## config.mk

```make
export PLATFORM = sky130hd
export DESIGN_NAME = line_follow_steering_controller_flat
export DESIGN_NICKNAME = d
export VERILOG_FILES = /design/src/sv/lfs_pkg.sv /design/src/sv/lfs_if.sv /design/src/sv/line_follow_steering_controller.sv /design/src/flat_wrapper.sv
export VERILOG_INCLUDE_DIRS = /design/src /design/src/sv
export SDC_FILE = /design/constraint.sdc
export NUM_CORES = 1
export LEC_CHECK = 0
export BUFFER_PORTS_ARGS = -buffer_cell sky130_fd_sc_hd__buf_2
export CORE_ASPECT_RATIO = 0.6
export CORE_MARGIN = 2
export CORE_UTILIZATION = 41
export CTS_BUF_LIST = sky130_fd_sc_hd__clkbuf_4 sky130_fd_sc_hd__clkbuf_8
export DETAILED_ROUTE_END_ITERATION = 8
export SYNTH_ARGS = -nofsm -noshare
export SYNTH_HDL_FRONTEND = slang
export SYNTH_SLANG_ARGS = --single-unit
```

## constraint.sdc

```tcl
create_clock -name clk -period 21.5 [get_ports clk]
set_input_delay 4.3 -clock clk [delete_from_list [all_inputs] [get_ports clk]]
set_output_delay 4.3 -clock clk [all_outputs]
set_load 0.01 [all_outputs]
```

## src/sv/line_follow_steering_controller_assert.svh

```systemverilog
// ---------------------------------------------------------------------------
// Assertion macros for the line follow steering controller
// Concurrent check wrappers; compiled out when NO_ASSERTIONS is defined.
// ---------------------------------------------------------------------------
`ifndef LINE_FOLLOW_STEERING_CONTROLLER_ASSERT_SVH
`define LINE_FOLLOW_STEERING_CONTROLLER_ASSERT_SVH

`ifndef NO_ASSERTIONS
// check gated off while reset is asserted
`define LFS_ASSERT(lbl, clk_, rst_n_, prop, msg) \
	lbl: assert property (@(posedge clk_) disable iff (!rst_n_) prop) else $error(msg);
// check that also runs through reset
`define LFS_ASSERT_ALWAYS(lbl, clk_, prop, msg) \
	lbl: assert property (@(posedge clk_) prop) else $error(msg);
`else
`define LFS_ASSERT(lbl, clk_, rst_n_, prop, msg)
`define LFS_ASSERT_ALWAYS(lbl, clk_, prop, msg)
`endif

`endif

```

## src/sv/lfs_pkg.sv

```systemverilog
`timescale 1ns / 1ps
// ---------------------------------------------------------------------------
// lfs_pkg
// Widths, register indexes and reset values of the steering controller.
// ---------------------------------------------------------------------------
package lfs_pkg;

	localparam int SPEED_W   = 8;
	localparam int TICKS_W   = 16;
	localparam int BATT_W    = 12;
	localparam int COUNT_W   = 4;
	localparam int ELAPSED_W = 17;
	localparam int CFG_IDX_W = 3;
	localparam int CFG_DAT_W = 16;

	localparam logic [ELAPSED_W-1:0] ELAPSED_MAX = '1;
	localparam logic [COUNT_W-1:0]   COUNT_MAX   = '1;

	localparam logic [SPEED_W-1:0] TRAVEL_SPEED_RST  = 8'd100;
	localparam logic [SPEED_W-1:0] CORR_STEP_RST     = 8'd20;
	localparam logic [TICKS_W-1:0] RAMP_TICKS_RST    = 16'd50;
	localparam logic [TICKS_W-1:0] TIME_LIMIT_RST    = 16'd5000;
	localparam logic [COUNT_W-1:0] LINES_TO_STOP_RST = 4'd3;
	localparam logic [BATT_W-1:0]  BATT_LOW_CODE_RST = 12'd2184;

	typedef enum logic [CFG_IDX_W-1:0] {
		REG_TRAVEL_SPEED   = 3'd0,
		REG_CORR_STEP      = 3'd1,
		REG_RAMP_TICKS     = 3'd2,
		REG_TIME_LIMIT     = 3'd3,
		REG_LINES_TO_STOP  = 3'd4,
		REG_BATT_LOW_CODE  = 3'd5
	} cfg_idx_t;

endpackage

```

## src/sv/lfs_if.sv

```systemverilog
`timescale 1ns / 1ps
// ---------------------------------------------------------------------------
// lfs channel interfaces
// Valid/ready channels for ticks, results and register writes.
// ---------------------------------------------------------------------------
interface lfs_tick_if import lfs_pkg::*; ();
	logic              valid;
	logic              ready;
	logic              sensor_l3;
	logic              sensor_l2;
	logic              sensor_l1;
	logic              sensor_r1;
	logic              sensor_r2;
	logic              sensor_r3;
	logic [BATT_W-1:0] battery_code;

	modport source (output valid, sensor_l3, sensor_l2, sensor_l1, sensor_r1, sensor_r2,
		sensor_r3, battery_code, input ready);
	modport sink (input valid, sensor_l3, sensor_l2, sensor_l1, sensor_r1, sensor_r2,
		sensor_r3, battery_code, output ready);
endinterface

interface lfs_result_if import lfs_pkg::*; ();
	logic               valid;
	logic               ready;
	logic [SPEED_W-1:0] left_speed;
	logic [SPEED_W-1:0] right_speed;
	logic               motor_on;
	logic               battery_low;
	logic [COUNT_W-1:0] lines_seen;

	modport source (output valid, left_speed, right_speed, motor_on, battery_low,
		lines_seen, input ready);
	modport sink (input valid, left_speed, right_speed, motor_on, battery_low,
		lines_seen, output ready);
endinterface

interface lfs_cfg_if import lfs_pkg::*; ();
	logic                 valid;
	logic                 ready;
	logic [CFG_IDX_W-1:0] index;
	logic [CFG_DAT_W-1:0] data;

	modport source (output valid, index, data, input ready);
	modport sink (input valid, index, data, output ready);
endinterface

```

## src/sv/line_follow_steering_controller.sv

```systemverilog
`timescale 1ns / 1ps
// A tick word is captured in the input stage; the state update writes its result
// word into the result stage. Throughput: one tick word per cycle while the result
// side does not stall; input and result stage form a two-entry pipeline.
// Reset: arst_n low clears pipeline valids and all run state, and loads the
// register defaults; cfg writes are always accepted.
// ---------------------------------------------------------------------------
// line_follow_steering_controller
// Per-tick track speed steering, line counting, timeout and battery check.
// ---------------------------------------------------------------------------
`include "line_follow_steering_controller_assert.svh"

module line_follow_steering_controller import lfs_pkg::*; (
	input logic          clk,
	input logic          arst_n,
	lfs_tick_if.sink     tick,
	lfs_result_if.source result,
	lfs_cfg_if.sink      cfg
);

	// configuration
	logic [SPEED_W-1:0] travel_speed_q, corr_step_q;
	logic [TICKS_W-1:0] ramp_ticks_q, time_limit_q;
	logic [COUNT_W-1:0] lines_to_stop_q;
	logic [BATT_W-1:0]  batt_low_code_q;

	// run state
	logic [SPEED_W-1:0]   left_q, right_q;
	logic [ELAPSED_W-1:0] elapsed_q;
	logic [TICKS_W-1:0]   phase_q;
	logic                 nonzero_q, armed_q, running_q, low_batt_q;
	logic [COUNT_W-1:0]   count_q;

	// input stage
	logic              valid_s1;
	logic              l3_s1, l2_s1, l1_s1, r1_s1, r2_s1, r3_s1;
	logic [BATT_W-1:0] code_s1;

	// result stage
	logic               valid_s2;
	logic [SPEED_W-1:0] left_s2, right_s2;
	logic               motor_s2, batt_s2;
	logic [COUNT_W-1:0] lines_s2;

	logic tick_acc, adv;

	// next state
	logic                 low_batt_n, start, run_a, run_n, clr, ramp_go;
	logic signed [9:0]    lim;
	logic [SPEED_W-1:0]   la, ra;
	logic                 armed_n;
	logic [COUNT_W-1:0]   count_n;
	logic [ELAPSED_W-1:0] elapsed_n;
	logic [TICKS_W-1:0]   ramp_eff, base, phase_n;
	logic [TICKS_W:0]     p1;

	function automatic logic below_lim(input logic [SPEED_W-1:0] x,
		input logic signed [9:0] l);
		return $signed({2'b00, x}) < l;
	endfunction

	assign adv      = valid_s1 && (!valid_s2 || result.ready);
	assign tick.ready = !valid_s1 || adv;
	assign tick_acc = tick.valid && tick.ready;
	assign cfg.ready = 1'b1;

	always_comb begin
		low_batt_n = low_batt_q || (code_s1 <= batt_low_code_q);
		start      = !running_q && (elapsed_q <= {1'b0, time_limit_q});
		run_a      = running_q || start;
		lim        = $signed({2'b00, travel_speed_q}) - $signed({2'b00, corr_step_q});
		la         = start ? travel_speed_q : left_q;
		ra         = start ? travel_speed_q : right_q;
		clr        = 1'b0;
		ramp_go    = l1_s1 && r1_s1 && nonzero_q && (phase_q == '0);

		if (ramp_go) begin
			if (la < ra && below_lim(la, lim)) la = la + corr_step_q;
			if (ra < la && below_lim(ra, lim)) ra = ra + corr_step_q;
			if (la == ra && below_lim(la, lim)) begin
				la = la + corr_step_q;
				ra = ra + corr_step_q;
			end
		end
		if (l1_s1 && !r1_s1) begin
			if (la > corr_step_q) la = la - corr_step_q;
			if (below_lim(ra, lim)) ra = ra + corr_step_q;
			clr = 1'b1;
		end
		if (!l1_s1 && r1_s1) begin
			if (below_lim(la, lim)) la = la + corr_step_q;
			if (ra > corr_step_q) ra = ra - corr_step_q;
			clr = 1'b1;
		end
		if (l2_s1 && !r2_s1) begin
			la  = '0;
			ra  = travel_speed_q;
			clr = 1'b1;
		end
		if (r2_s1 && !l2_s1) begin
			la  = travel_speed_q;
			ra  = '0;
			clr = 1'b1;
		end

		armed_n = armed_q;
		count_n = count_q;
		if (l3_s1 && r3_s1) begin
			armed_n = 1'b1;
		end else if (armed_q) begin
			if (count_q != COUNT_MAX) count_n = count_q + 1'b1;
			armed_n = 1'b0;
		end

		run_n = run_a;
		if (run_a && ((elapsed_q > {1'b0, time_limit_q}) || (count_n >= lines_to_stop_q)))
			run_n = 1'b0;

		elapsed_n = (elapsed_q == ELAPSED_MAX) ? elapsed_q : elapsed_q + 1'b1;
		ramp_eff  = (ramp_ticks_q == '0) ? TICKS_W'(1) : ramp_ticks_q;
		base      = clr ? '0 : phase_q;
		p1        = {1'b0, base} + 1'b1;
		phase_n   = (p1 >= {1'b0, ramp_eff}) ? '0 : p1[TICKS_W-1:0];
	end

	always_ff @(posedge clk or negedge arst_n) begin
		if (!arst_n) begin
			travel_speed_q  <= TRAVEL_SPEED_RST;
			corr_step_q     <= CORR_STEP_RST;
			ramp_ticks_q    <= RAMP_TICKS_RST;
			time_limit_q    <= TIME_LIMIT_RST;
			lines_to_stop_q <= LINES_TO_STOP_RST;
			batt_low_code_q <= BATT_LOW_CODE_RST;
		end else if (cfg.valid) begin
			case (cfg_idx_t'(cfg.index))
				REG_TRAVEL_SPEED:  travel_speed_q  <= cfg.data[SPEED_W-1:0];
				REG_CORR_STEP:     corr_step_q     <= cfg.data[SPEED_W-1:0];
				REG_RAMP_TICKS:    ramp_ticks_q    <= cfg.data[TICKS_W-1:0];
				REG_TIME_LIMIT:    time_limit_q    <= cfg.data[TICKS_W-1:0];
				REG_LINES_TO_STOP: lines_to_stop_q <= cfg.data[COUNT_W-1:0];
				REG_BATT_LOW_CODE: batt_low_code_q <= cfg.data[BATT_W-1:0];
				default: ;
			endcase
		end
	end

	always_ff @(posedge clk or negedge arst_n) begin
		if (!arst_n) begin
			left_q     <= '0;
			right_q    <= '0;
			elapsed_q  <= '0;
			phase_q    <= '0;
			nonzero_q  <= 1'b0;
			armed_q    <= 1'b0;
			count_q    <= '0;
			running_q  <= 1'b0;
			low_batt_q <= 1'b0;
		end else if (adv) begin
			left_q     <= la;
			right_q    <= ra;
			elapsed_q  <= elapsed_n;
			phase_q    <= phase_n;
			nonzero_q  <= 1'b1;
			armed_q    <= armed_n;
			count_q    <= count_n;
			running_q  <= run_n;
			low_batt_q <= low_batt_n;
		end
	end

	always_ff @(posedge clk or negedge arst_n) begin
		if (!arst_n) begin
			valid_s1 <= 1'b0;
			valid_s2 <= 1'b0;
		end else begin
			valid_s1 <= tick_acc || (valid_s1 && !adv);
			if (adv) begin
				valid_s2 <= 1'b1;
			end else if (result.ready) begin
				valid_s2 <= 1'b0;
			end
		end
	end

	always_ff @(posedge clk) begin
		if (tick_acc) begin
			l3_s1   <= tick.sensor_l3;
			l2_s1   <= tick.sensor_l2;
			l1_s1   <= tick.sensor_l1;
			r1_s1   <= tick.sensor_r1;
			r2_s1   <= tick.sensor_r2;
			r3_s1   <= tick.sensor_r3;
			code_s1 <= tick.battery_code;
		end
		if (adv) begin
			left_s2  <= la;
			right_s2 <= ra;
			motor_s2 <= run_n && !low_batt_n;
			batt_s2  <= low_batt_n;
			lines_s2 <= count_n;
		end
	end

	assign result.valid       = valid_s2;
	assign result.left_speed  = left_s2;
	assign result.right_speed = right_s2;
	assign result.motor_on    = motor_s2;
	assign result.battery_low = batt_s2;
	assign result.lines_seen  = lines_s2;

	`LFS_ASSERT(a_batt_latch_holds, clk, arst_n, $past(low_batt_q) |-> low_batt_q, "battery latch cleared")
	`LFS_ASSERT(a_count_monotonic, clk, arst_n, count_q >= $past(count_q), "line count decreased")
	`LFS_ASSERT(a_elapsed_monotonic, clk, arst_n, elapsed_q >= $past(elapsed_q), "elapsed timer went back")
	`LFS_ASSERT(a_no_accept_when_full, clk, arst_n, (valid_s1 && !adv) |-> !tick_acc, "tick word taken over a stalled stage")
	`LFS_ASSERT(a_motor_needs_battery, clk, arst_n, (valid_s2 && motor_s2) |-> !batt_s2, "motor on with low battery")

endmodule

```

## src/flat_wrapper.sv

```systemverilog
// flat-port wrapper written by rule: the top's interface ports become plain ports
module line_follow_steering_controller_flat import lfs_pkg::*;
  (clk, arst_n, tick_valid, tick_sensor_l3, tick_sensor_l2, tick_sensor_l1, tick_sensor_r1, tick_sensor_r2, tick_sensor_r3, tick_battery_code, tick_ready, result_valid, result_left_speed, result_right_speed, result_motor_on, result_battery_low, result_lines_seen, result_ready, cfg_valid, cfg_index, cfg_data, cfg_ready);
  lfs_tick_if tick_i ();
  lfs_result_if result_i ();
  lfs_cfg_if cfg_i ();
  input logic clk;
  input logic arst_n;
  input wire logic [$bits(tick_i.valid)-1:0] tick_valid;
  input wire logic [$bits(tick_i.sensor_l3)-1:0] tick_sensor_l3;
  input wire logic [$bits(tick_i.sensor_l2)-1:0] tick_sensor_l2;
  input wire logic [$bits(tick_i.sensor_l1)-1:0] tick_sensor_l1;
  input wire logic [$bits(tick_i.sensor_r1)-1:0] tick_sensor_r1;
  input wire logic [$bits(tick_i.sensor_r2)-1:0] tick_sensor_r2;
  input wire logic [$bits(tick_i.sensor_r3)-1:0] tick_sensor_r3;
  input wire logic [$bits(tick_i.battery_code)-1:0] tick_battery_code;
  output wire logic [$bits(tick_i.ready)-1:0] tick_ready;
  output wire logic [$bits(result_i.valid)-1:0] result_valid;
  output wire logic [$bits(result_i.left_speed)-1:0] result_left_speed;
  output wire logic [$bits(result_i.right_speed)-1:0] result_right_speed;
  output wire logic [$bits(result_i.motor_on)-1:0] result_motor_on;
  output wire logic [$bits(result_i.battery_low)-1:0] result_battery_low;
  output wire logic [$bits(result_i.lines_seen)-1:0] result_lines_seen;
  input wire logic [$bits(result_i.ready)-1:0] result_ready;
  input wire logic [$bits(cfg_i.valid)-1:0] cfg_valid;
  input wire logic [$bits(cfg_i.index)-1:0] cfg_index;
  input wire logic [$bits(cfg_i.data)-1:0] cfg_data;
  output wire logic [$bits(cfg_i.ready)-1:0] cfg_ready;
  assign tick_i.valid = tick_valid;
  assign tick_i.sensor_l3 = tick_sensor_l3;
  assign tick_i.sensor_l2 = tick_sensor_l2;
  assign tick_i.sensor_l1 = tick_sensor_l1;
  assign tick_i.sensor_r1 = tick_sensor_r1;
  assign tick_i.sensor_r2 = tick_sensor_r2;
  assign tick_i.sensor_r3 = tick_sensor_r3;
  assign tick_i.battery_code = tick_battery_code;
  assign tick_ready = tick_i.ready;
  assign result_valid = result_i.valid;
  assign result_left_speed = result_i.left_speed;
  assign result_right_speed = result_i.right_speed;
  assign result_motor_on = result_i.motor_on;
  assign result_battery_low = result_i.battery_low;
  assign result_lines_seen = result_i.lines_seen;
  assign result_i.ready = result_ready;
  assign cfg_i.valid = cfg_valid;
  assign cfg_i.index = cfg_index;
  assign cfg_i.data = cfg_data;
  assign cfg_ready = cfg_i.ready;
  line_follow_steering_controller u_core (.clk(clk), .arst_n(arst_n), .tick(tick_i), .result(result_i), .cfg(cfg_i));
endmodule
```

==> results_tabular.tex <==
\begin{tabular}{lr}
\hline
Metric & Value \\
\hline
\multicolumn{2}{l}{\textbf{Power}} \\
\quad Proportion of total power due to net switching & 49.43\% \\
\quad Pwr dens & 155.0 mW/mm² \\
\quad Portion of total power attributed to combinational logic & 69.1\% \\
\quad Net switching power figure & 1.124 mW \\
\quad Clock group share of total power & 10.6\% \\
\quad Static Leak & 7.051 nW \\
\quad Overall Power & 2.274 mW \\
\quad Flop pwr share & 20.2\% \\
\quad Internal & 1.150 mW \\
\quad Max VDD drop & 0.05871 mV \\
\multicolumn{2}{l}{\textbf{Critical path}} \\
\quad Class of the most critical setup path & register to register \\
\quad Kind of launch point of the worst setup path & register \\
\quad Slowest cell delay on critical path & about 990 ps \\
\quad Cell type group with the largest total delay on the critical path & compound AO/OA/AOI/OAI gates \\
\quad CP Data Required Time & 21,890 ps \\
\quad Element type at the critical path end & register \\
\quad Number of buffer and inverter instances along the worst setup path & 5 \\
\quad Peak fanout along the critical path & 19 \\
\quad Critical Path Slowest Stage Cell & sky130\_fd\_sc\_hd\_\_or4b\_1 \\
\quad Worst EP arrival & 15,480 ps \\
\multicolumn{2}{l}{\textbf{STA}} \\
\quad Post-Route Setup TNS & 0 ps \\
\quad Final Hold Vio Count & 0 \\
\quad Number of setup violations in the final report & 0 \\
\quad Pins Over Slew Limit & 0 \\
\quad Fin Clk Skew & 22.44 ps \\
\quad Maximum operating frequency & around 66 MHz \\
\quad Unrepaired setup endpoints after global routing & no \\
\quad Period utilization & 70.18\% \\
\quad Max-slew headroom & 21.60\% \\
\quad Post-route minimum period & around 15,000 ps \\
\quad Slew @ Worst Pin & 1176 ps \\
\multicolumn{2}{l}{\textbf{Global route}} \\
\quad Global-route congestion overflow total & 0 \\
\quad Number of antenna violations at the first check in global routing & 0 \\
\quad Maximum number of pins on one net before global-route repair & 79 \\
\quad Total global-route track usage & 25.05\% \\
\quad Vias in the first global route & about 11,000 \\
\quad First-pass GRT wire length & 63.56 mm \\
\multicolumn{2}{l}{\textbf{Yosys}} \\
\quad Yosys warns & 0 \\
\quad Number of nets produced by synthesis & 1,629 \\
\quad Share of synthesized registers carrying an async set or reset & 75.46\% \\
\quad Number of register bits inferred by synthesis & 163 \\
\quad Count of flip-flops with a built-in enable after synthesis & 40 \\
\quad Prevailing post-synth register cell & sky130\_fd\_sc\_hd\_\_dfrtp\_1 \\
\quad Portion of the post-synthesis area used by sequential elements & about a third \\
\quad Number of instances in the synthesized netlist & $\sim$1,400 \\
\quad Avg Cell Area, Syn & approximately 9.5 µm² \\
\quad Number of library cell types mapped by synthesis & 86 \\
\quad Synthesized area & 0.01333 mm² \\
\multicolumn{2}{l}{\textbf{Die}} \\
\quad Die Outline Area & 0.03403 mm² \\
\quad Floorplan core area & about 0.032 mm² \\
\quad Initial core utilization & about two fifths \\
\quad Vertical die dimension & roughly 140 µm \\
\quad Count of boundary I/O pins & 67 \\
\quad Die Span X & around 240 µm \\
\quad Number of core rows & 51 \\
\multicolumn{2}{l}{\textbf{Placed design}} \\
\quad Routability cong. & approximately 0.95 \\
\quad Post-DP HPWL & 32.84 mm \\
\quad Placed cell areas & 0.01425 mm² \\
\quad Number of input and output port buffers inserted & 65 \\
\multicolumn{2}{l}{\textbf{Route}} \\
\quad Drt drc & 0 \\
\quad Avg WL per Cell & 21.65 µm \\
\quad DR vias & roughly 11,000 \\
\quad Residual antenna-violating net count after detailed routing & 0 \\
\quad Post-detailed-routing wire length & 41.52 mm \\
\quad Average via count per standard cell & around 5.7 \\
\quad TritonRoute pass-1 iters & 5 \\
\quad Initial drt markers & 1,182 \\
\multicolumn{2}{l}{\textbf{Finish}} \\
\quad Post-route cell area & roughly 0.015 mm² \\
\quad Antenna diode count & 0 \\
\quad Fraction of layout cells with a size suffix above 1 & around 16\% \\
\quad Net count, final & $\sim$1,700 \\
\quad Relative area change from synthesis to final layout & 10.06\% \\
\multicolumn{2}{l}{\textbf{CTS}} \\
\quad CTS resizes & 0 \\
\quad Cell at the root of the clock tree & sky130\_fd\_sc\_hd\_\_clkbuf\_8 \\
\quad Clock tree sinks & 163 \\
\quad Maximum number of buffers from clock root to sink & 2 \\
\quad Reg clk slew, reported paths & 110 ps \\
\quad Total CTS buffers & 17 \\
\quad Clock tree from TritonCTS & yes \\
\quad Hold\_buf cts & 0 \\
\quad \# H-tree levels & 4 \\
\quad Clock latency at the later pin of the worst-skew pair & 490 ps \\
\quad \# Post-CTS Setup Buffers & 0 \\
\multicolumn{2}{l}{\textbf{Min path}} \\
\quad Worst min-delay path category & register to register \\
\multicolumn{2}{l}{\textbf{Run status}} \\
\quad Status & finished, final reports clean \\
\multicolumn{2}{l}{\textbf{Flow run}} \\
\quad Maximum capacitance violations & 0 \\
\hline
\end{tabular}
## power by group through the flow
stage / combinational [mW] / sequential [mW] / clock, mW
after floorplan: 1.12 / 0.439 / 0
after global placement: 1.51 / 0.462 / 0
after detailed placement: 1.53 / 0.462 / 0
after CTS: 1.54 / 0.457 / 0.247
after global routing: 1.73 / 0.467 / 0.261
final: 1.57 / 0.460 / 0.242
## metal layers
layer | global-route usage (%) | part of all wire (%) | up-vias
met3 | 7.472 | 10 | 21
met2 | 32.96 | 37 | 434
li1 | - | - | 5223
met1 | 39.89 | 52 | 5313
met5 | 0 | 0 | -
met4 | 3.398 | 0.53 | 0
## sequential cells by signal, summed over array words and instances, names as in the netlist, 4 cells and up
| name | count |
|---|---|
| u_core.batt_low_code_q | 12 |
| u_core.code_s1 | 12 |
| u_core.corr_step_q | 8 |
| u_core.count_q | 4 |
| u_core.elapsed_q | 17 |
| u_core.left_q | 8 |
| u_core.lines_to_stop_q | 4 |
| u_core.phase_q | 16 |
| u_core.ramp_ticks_q | 16 |
| u_core.result.left_speed | 8 |
| u_core.result.lines_seen | 4 |
| u_core.result.right_speed | 8 |
| u_core.right_q | 8 |
| u_core.time_limit_q | 16 |
| u_core.travel_speed_q | 8 |
## cells in the mapped netlist, types with 18 or more instances
cell type | n | area [µm²]
sky130_fd_sc_hd__nand2b_1 | 19 | 118.9
sky130_fd_sc_hd__mux2i_1 | 39 | 390.4
sky130_fd_sc_hd__a21o_1 | 50 | 375.4
sky130_fd_sc_hd__o21ai_0 | 82 | 410.4
sky130_fd_sc_hd__a21oi_1 | 93 | 465.5
sky130_fd_sc_hd__clkbuf_1 | 28 | 105.1
sky130_fd_sc_hd__nand2_1 | 114 | 427.9
sky130_fd_sc_hd__nor2_1 | 71 | 266.5
sky130_fd_sc_hd__nor2b_1 | 21 | 131.4
sky130_fd_sc_hd__mux2_2 | 60 | 675.7
sky130_fd_sc_hd__xnor2_1 | 60 | 525.5
sky130_fd_sc_hd__nor3_1 | 22 | 110.1
sky130_fd_sc_hd__ha_1 | 170 | 2127
sky130_fd_sc_hd__edfxtp_1 | 40 | 1201
sky130_fd_sc_hd__nand3_1 | 30 | 150.1
sky130_fd_sc_hd__xor2_1 | 31 | 271.5
sky130_fd_sc_hd__inv_1 | 116 | 435.4
sky130_fd_sc_hd__nand4_1 | 24 | 150.1
sky130_fd_sc_hd__dfstp_2 | 18 | 473.0
sky130_fd_sc_hd__dfrtp_1 | 105 | 2628
## through the flow
stage / cells / worst slack, ps / hold WS (ps) / utilization, %
final: 1918 / 6411 / 467.6 / 45.54
after detailed placement: 1886 / 6706 / 447.7 / 44.22
after global routing: 1918 / 5488 / 501.7 / 45.54
after global placement: 1886 / 6985 / 440.5 / 44.22
after floorplan: 1408 / 8751 / 425.5 / -
after CTS: 1918 / 6660 / 473.9 / 45.54
## final timing paths
kind	startpoint	end	slack, ps	cells after the start
min reg2reg	u_core.nonzero_q	u_core.nonzero_q	470	1
max	u_core.time_limit_q[12]	u_core.right_q[7]	6410	52
max in group asynchronous	arst_n	u_core.phase_q[6]	16290	2
max reg2reg	u_core.time_limit_q[12]	u_core.right_q[7]	6410	52
min	u_core.nonzero_q	u_core.nonzero_q	470	1
min in group asynchronous	arst_n	u_core.batt_low_code_q[6]	3970	1
## kinds of logic after synthesis
family                     after synthesis  synth area share [%]
xor gates and xnor gates                92                 6.100
adders and majority gates              179                 17.30
other                                    1               0.02813
buffers and inverters                  155                 4.495
DFF                                    163                 32.26
muxes                                  104                 8.615
AOI/OAI and AO/OA                      339                 16.80
and+or+nand+nor                        375                 14.40
## layout by cell type, fill, tap and decap left out, drive strengths merged, types with 21 or more instances in the layout
master	count
nand4	24
nor2	73
nand3	31
nor2b	21
nor3	23
mux2i	40
ha	170
dfrtp	105
xnor2	61
inv	123
buf	91
xor2	31
a21oi	94
a21o	50
nand2	114
o21ai	87
mux2	64
edfxtp	40
## area by class of cell
class	instances	area, µm²
fill	3069	17550
clock buffer	17	234.0
clock inverter	15	191.4
tap	424	530.5
inverter	118	442.9
sequential	163	4302
multi-input combinational	1090	8451
timing repair buffer	91	523.0
(Power assumes the default switching activity.)
